**src/rtl/bmhq_pkg.sv**
```systemverilog
// ----------------------------------------------------------------------------
// bmhq_pkg: shared types, constants and microprogram of the heap queue
// Holds the fixed field widths, the status codes, the control word layout and
// the read-only microprogram that steps the heap datapath.
// ----------------------------------------------------------------------------
package bmhq_pkg;

    localparam int DATA_W   = 32;
    localparam int STATUS_W = 2;
    localparam int OCC_W    = 8;

    localparam logic [DATA_W-1:0] INT_MAX = 32'h7FFF_FFFF;

    localparam logic [STATUS_W-1:0] STATUS_OK    = 2'd0;
    localparam logic [STATUS_W-1:0] STATUS_EMPTY = 2'd1;
    localparam logic [STATUS_W-1:0] STATUS_FULL  = 2'd2;

    localparam int OP_INSERT = 0;
    localparam int OP_REMOVE = 1;

    localparam int STEP_W = 4;

    // Microprogram steps. The last step falls through to step zero.
    typedef enum logic [STEP_W-1:0] {
        S_IDLE     = 4'd0,
        S_DISP     = 4'd1,
        S_INS0     = 4'd2,
        S_INS1     = 4'd3,
        S_INSL     = 4'd4,
        S_INSC     = 4'd5,
        S_INSW     = 4'd6,
        S_SETFULL  = 4'd7,
        S_RM0      = 4'd8,
        S_RM1      = 4'd9,
        S_RM2      = 4'd10,
        S_RML      = 4'd11,
        S_RMB      = 4'd12,
        S_RMW      = 4'd13,
        S_SETEMPTY = 4'd14,
        S_FIN      = 4'd15
    } t_step;

    // Jump conditions.
    typedef enum logic [3:0] {
        C_NEVER,
        C_ALWAYS,
        C_NO_ACCEPT,
        C_OP_REMOVE,
        C_FULL,
        C_EMPTY,
        C_ROOT,
        C_PARENT_LE,
        C_LEAF,
        C_DESCEND,
        C_OUT_BUSY
    } t_cond;

    // Heap read address selection.
    typedef enum logic [2:0] {
        RD_NONE,
        RD_PARENT,
        RD_ROOT,
        RD_LAST,
        RD_CHILDREN
    } t_rdsel;

    // Heap write data selection; the write always goes to the current slot.
    typedef enum logic [1:0] {
        WR_NONE,
        WR_RDATA,
        WR_VAL,
        WR_CHOSEN
    } t_wrsel;

    typedef enum logic [1:0] {
        CNT_HOLD,
        CNT_INC,
        CNT_DEC
    } t_cntop;

    // Slot index updates; the _J forms take effect only when the jump is taken.
    typedef enum logic [2:0] {
        IDX_HOLD,
        IDX_ONE,
        IDX_CNT_INC,
        IDX_PARENT_J,
        IDX_CHILD_J
    } t_idxop;

    typedef enum logic [1:0] {
        TOP_HOLD,
        TOP_ZERO,
        TOP_MAX,
        TOP_RDATA
    } t_topop;

    typedef enum logic [1:0] {
        ST_HOLD,
        ST_OK,
        ST_FULL,
        ST_EMPTY
    } t_stop;

    typedef struct packed {
        t_cond  cond;
        t_step  target;
        t_rdsel rd;
        t_wrsel wr;
        t_cntop cnt;
        t_idxop idx;
        t_topop top;
        logic   val_ld;
        t_stop  st;
        logic   emit;
    } t_uword;

    // Flags from the datapath that the sequencer may test.
    typedef struct packed {
        logic op_remove;
        logic full;
        logic empty;
        logic root;
        logic parent_le;
        logic leaf;
        logic descend;
    } t_dp_flags;

    // Flags from the channel handshakes.
    typedef struct packed {
        logic in_valid;
        logic out_busy;
    } t_hs_flags;

    localparam t_uword UW_NOP = '{
        cond:   C_NEVER,
        target: S_IDLE,
        rd:     RD_NONE,
        wr:     WR_NONE,
        cnt:    CNT_HOLD,
        idx:    IDX_HOLD,
        top:    TOP_HOLD,
        val_ld: 1'b0,
        st:     ST_HOLD,
        emit:   1'b0
    };

    // The microprogram: one control word per step.
    function automatic t_uword bmhq_ucode(input t_step step);
        t_uword w;
        w = UW_NOP;
        unique case (step)
            S_IDLE: begin
                w.cond   = C_NO_ACCEPT;
                w.target = S_IDLE;
            end
            S_DISP: begin
                w.cond   = C_OP_REMOVE;
                w.target = S_RM0;
                w.top    = TOP_ZERO;
                w.st     = ST_OK;
            end
            S_INS0: begin
                w.cond   = C_FULL;
                w.target = S_SETFULL;
            end
            S_INS1: begin
                w.cnt = CNT_INC;
                w.idx = IDX_CNT_INC;
            end
            S_INSL: begin
                w.cond   = C_ROOT;
                w.target = S_INSW;
                w.rd     = RD_PARENT;
            end
            S_INSC: begin
                w.cond   = C_PARENT_LE;
                w.target = S_INSL;
                w.wr     = WR_RDATA;
                w.idx    = IDX_PARENT_J;
            end
            S_INSW: begin
                w.cond   = C_ALWAYS;
                w.target = S_FIN;
                w.wr     = WR_VAL;
            end
            S_SETFULL: begin
                w.cond   = C_ALWAYS;
                w.target = S_FIN;
                w.st     = ST_FULL;
            end
            S_RM0: begin
                w.cond   = C_EMPTY;
                w.target = S_SETEMPTY;
                w.rd     = RD_ROOT;
            end
            S_RM1: begin
                w.top = TOP_RDATA;
                w.rd  = RD_LAST;
                w.cnt = CNT_DEC;
                w.idx = IDX_ONE;
            end
            S_RM2: begin
                w.val_ld = 1'b1;
            end
            S_RML: begin
                w.cond   = C_LEAF;
                w.target = S_RMW;
                w.rd     = RD_CHILDREN;
            end
            S_RMB: begin
                w.cond   = C_DESCEND;
                w.target = S_RML;
                w.wr     = WR_CHOSEN;
                w.idx    = IDX_CHILD_J;
            end
            S_RMW: begin
                w.cond   = C_ALWAYS;
                w.target = S_FIN;
                w.wr     = WR_VAL;
            end
            S_SETEMPTY: begin
                w.cond   = C_ALWAYS;
                w.target = S_FIN;
                w.st     = ST_EMPTY;
                w.top    = TOP_MAX;
            end
            S_FIN: begin
                w.cond   = C_OUT_BUSY;
                w.target = S_FIN;
                w.emit   = 1'b1;
            end
        endcase
        return w;
    endfunction

endpackage

```
**src/rtl/bmhq_sequencer.sv**
```systemverilog
// ----------------------------------------------------------------------------
// bmhq_sequencer: step counter and microprogram lookup
// Fetches the control word of the current step, tests its jump condition and
// selects either the jump target or the following step.
// ----------------------------------------------------------------------------
module bmhq_sequencer
    import bmhq_pkg::*;
(
    input  logic      i_clk,
    input  logic      i_rst_n,
    input  t_dp_flags i_dp_flags,
    input  t_hs_flags i_hs_flags,
    output t_uword    o_uword,
    output logic      o_taken,
    output logic      o_idle
);

    t_step  r_pc;
    t_step  n_pc;
    t_uword uw;
    logic   taken;

    // Next step.
    always_comb begin
        uw = bmhq_ucode(r_pc);
        unique case (uw.cond)
            C_NEVER:     taken = 1'b0;
            C_ALWAYS:    taken = 1'b1;
            C_NO_ACCEPT: taken = !i_hs_flags.in_valid;
            C_OP_REMOVE: taken = i_dp_flags.op_remove;
            C_FULL:      taken = i_dp_flags.full;
            C_EMPTY:     taken = i_dp_flags.empty;
            C_ROOT:      taken = i_dp_flags.root;
            C_PARENT_LE: taken = i_dp_flags.parent_le;
            C_LEAF:      taken = i_dp_flags.leaf;
            C_DESCEND:   taken = i_dp_flags.descend;
            C_OUT_BUSY:  taken = i_hs_flags.out_busy;
            default:     taken = 1'b0;
        endcase
        n_pc = taken ? uw.target : t_step'(r_pc + STEP_W'(1));
    end

    // Outputs.
    always_comb begin
        o_uword = uw;
        o_taken = taken;
        o_idle  = (r_pc == S_IDLE);
    end

    always_ff @(posedge i_clk) begin
        if (!i_rst_n) begin
            r_pc <= S_IDLE;
        end else begin
            r_pc <= n_pc;
        end
    end

endmodule

```
**config.mk**
```make
export PLATFORM = sky130hd
export DESIGN_NAME = bmhq_sequencer
export DESIGN_NICKNAME = d
export VERILOG_FILES = /design/src/rtl/bmhq_pkg.sv /design/src/rtl/bmhq_sequencer.sv
export SDC_FILE = /design/constraint.sdc
export NUM_CORES = 1
export LEC_CHECK = 0
export ABC_AREA = 1
export CAP_MARGIN = 20
export CORE_ASPECT_RATIO = 0.75
export CORE_MARGIN = 5
export CORE_UTILIZATION = 30
export CTS_CLUSTER_SIZE = 24
export DETAILED_ROUTE_END_ITERATION = 7
export DONT_BUFFER_PORTS = 1
export GPL_ROUTABILITY_DRIVEN = 0
export MAX_ROUTING_LAYER = met4
export PLACE_DENSITY = 0.47
export SLEW_MARGIN = 20
export SYNTH_ARGS = -nofsm -noshare
export SYNTH_HDL_FRONTEND = slang
export SYNTH_SLANG_ARGS = --single-unit
```
**constraint.sdc**
```tcl
create_clock -name i_clk -period 4.65 [get_ports i_clk]
set_clock_uncertainty 0.2 [all_clocks]
set_input_delay 0.93 -clock i_clk [delete_from_list [all_inputs] [get_ports i_clk]]
set_output_delay 0.93 -clock i_clk [all_outputs]
set_load 0.01 [all_outputs]
```
==> results.toml <==
[clock_network]
cts_hold_buf = 0
cts_sinks = 4
worstSkewPairLatency_ps = 230
clkSlewWorstSetupHoldPaths_ps = 30
cts-buffers-inserted = 3
cts_tree = "built"
htreeDepth = 1
cts_resized = 0
post_cts_buffers = 0
root_buffer = "clkbuf_4"
cts_buffer_depth = 2

[sta]
slew_headroom_pct = 66.8
whs_ps = 411
hold_viol = 0
finalMaxSlewViolations = 0
finalCritPeriodShare_pct = 71.2
worst_slack_ps = 1340
tightest_slew_ps = 497
max_freq_ghz = 0.302
rsz0062_at_grt = "no"
fin_tns_setup_ps = 0
setup_violations = 0
post-route-min-period_ps = 3310

[power_and_ir_drop]
leakagePower_uw = 0.000496
vdd_drop_max_mv = 0.322
power_density_nw_per_um2 = 835

[routing]
first_pass_iters = 4
antenna_left = 0
vias = 785
drc = 0
dr.first_iter.drc_count = 49
wirelength_um = 2080
detail_route.wl_per_cell_um = 12.2
viasPerCell = 4.62

[setup_path]
reg2reg_depth = 13
worstPathArrival_ps = 2180
r2r_slack_ps = 2210
required_ps = 3520
end_kind = "primary output"
rr_endpoint = "r_pc[2]$_SDFF_PN0_"
reg2reg_from = "r_pc[3]$_SDFF_PN0_"
cp_max_fo = 11
startpoint_type = "flip-flop"
criticalPathCategory = "flip-flop to primary output"

[min_path]
min-delay-start = "r_pc[0]$_SDFF_PN0_"
whs_endpoint = "r_pc[0]$_SDFF_PN0_"
min_path_type = "flip-flop to flip-flop"
hold_depth = 3

[synth]
synth_fa_ha_area_share_pct = 7.12
synth_xor_area_share_pct = 1.25
synthMuxAreaShare_pct = 0
ys_warn_count = 0
ys_seq_area_share_pct = 11.4
synth_cell_types = 18
ys_ff_latch = 4
avgSynthCellArea_um2 = 5.21
syn_nets = 150
synthesis.area_um2 = 703
synth_compound_area_share_pct = 3.38
synth_simple_gate_area_share_pct = 61.4
synth_top_family_by_area = "simple AND/OR/NAND/NOR gates"
synthCells = 135

[die]
fp.dieW_um = 65.9
fp.coreArea_um2 = 2270
die_area_um2 = 3420
rows = 15
ios = 37
initial_core_util_pct = 31.0
die_h_um = 51.9

[finish]
reg_top3 = "r_pc x4"
nFillCells = 259
layout_commonest_cell = "nand2_1"
final_nets = 153
largest_register_ffs = 4
regMostFlops = "r_pc"
final_layout_size_suffix_gt1_share_pct = 13.2
layout_common_cells = "nand2_1, nor2_1, inv_1, nand3_1"
n_antenna_cell = 0
areaGrowthSynthToFinish_pct = 7.12

[global_routing]
grt_util_all_layers_pct = 12.6
antenna_found_initial = 0
grt_pass1_wl_um = 3190
grt_max_degree = 14
overflow = 0
grt_pass1_vias = 688

[placement]
dp_worst_setup_slack_ps = 1570
port_buffers = 0
dpl.hpwl_um = 1780

[job]
cap_violations = 0

[outcome]
status = "complete, no violations"
## layer usage
| layer | routed length (um) | part of all wire, % | track usage [%] |
|---|---|---|---|
| met3 | 186 | 8.9 | 4.75 |
| met2 | 880 | 42 | 16.3 |
| met5 | 0 | 0 | - |
| met1 | 1020 | 49 | 17.8 |
| met4 | 0 | 0 | 3.10 |
## cells by family after synthesis
| kind of cell | count (synthesis) |
|---|---|
| AND/OR/NAND/NOR | 95 |
| XOR/XNOR | 1 |
| flip-flops | 4 |
| buffers and inverters | 27 |
| AO/OA/AOI/OAI | 4 |
| adder cells (fa/ha/maj) | 4 |
## worst max-delay path by stage
stage | start | to | slack [ps] | depth (start not counted)
floorplan | r_pc[1]$_SDFF_PN0_ | o_taken | 1930 | 11
global placement | r_pc[3]$_SDFF_PN0_ | o_taken | 1610 | 10
detailed placement | r_pc[3]$_SDFF_PN0_ | o_taken | 1570 | 10
CTS | r_pc[3]$_SDFF_PN0_ | o_taken | 1320 | 10
global route | r_pc[3]$_SDFF_PN0_ | o_taken | 1140 | 10
finish | r_pc[3]$_SDFF_PN0_ | o_taken | 1340 | 10
## metrics by stage
stage / utilization [%] / instances / area (um2) / power, uW
after detailed placement: 32.2 / 167 / 731 / 592
after global placement: 32.2 / 167 / 731 / 590
final: 33.2 / 170 / 753 / 629
after CTS: 33.2 / 170 / 753 / 638
after global routing: 33.2 / 170 / 753 / 715
after floorplan: - / 135 / 703 / 499
## where the power goes
group	leakage, uW	switching, uW	internal, uW
Sequential	0.0000332	28.9	49.9
Clock	0.0000138	13.0	28.8
Combinational	0.000449	370	138
## synthesized netlist by cell type
library cell / n / share of area, %
nand4_1: 2 / 1.8
buf_4: 2 / 2.1
nand3_4: 1 / 2.5
nand3_1: 18 / 13
nor2_2: 3 / 2.7
nand2_1: 35 / 19
nor2_4: 1 / 1.6
nand2_2: 4 / 3.6
ha_1: 4 / 7.1
inv_2: 4 / 2.1
nor2_1: 28 / 15
xor2_1: 1 / 1.2
o21ai_2: 1 / 1.2
o21ai_0: 3 / 2.1
dfxtp_1: 4 / 11
nor3_1: 2 / 1.4
nand3_2: 1 / 1.4
inv_1: 21 / 11
## cell type report
| cell class | instances | area [um2] | share of cell area, % |
|---|---|---|---|
| Clock buffer | 3 | 22.5 | 2.99 |
| Inverter | 25 | 93.8 | 12.5 |
| Multi-Input combinational cell | 104 | 514 | 68.3 |
| Sequential cell | 4 | 80.1 | 10.6 |
| Tap cell | 34 | 42.5 | 5.65 |
## critical path, cell delays in order (launching register included)
cell and delay [ps]:
dfxtp_1 600, inv_2 160, nand3_1 220, nand2_2 120, nor2_1 140, nand2_2 150, nor2_2 160, nand3_1 90
nand2_1 100, nor2_2 50, nand2_2 160
Note: power is estimated with default switching activity, not from simulation.
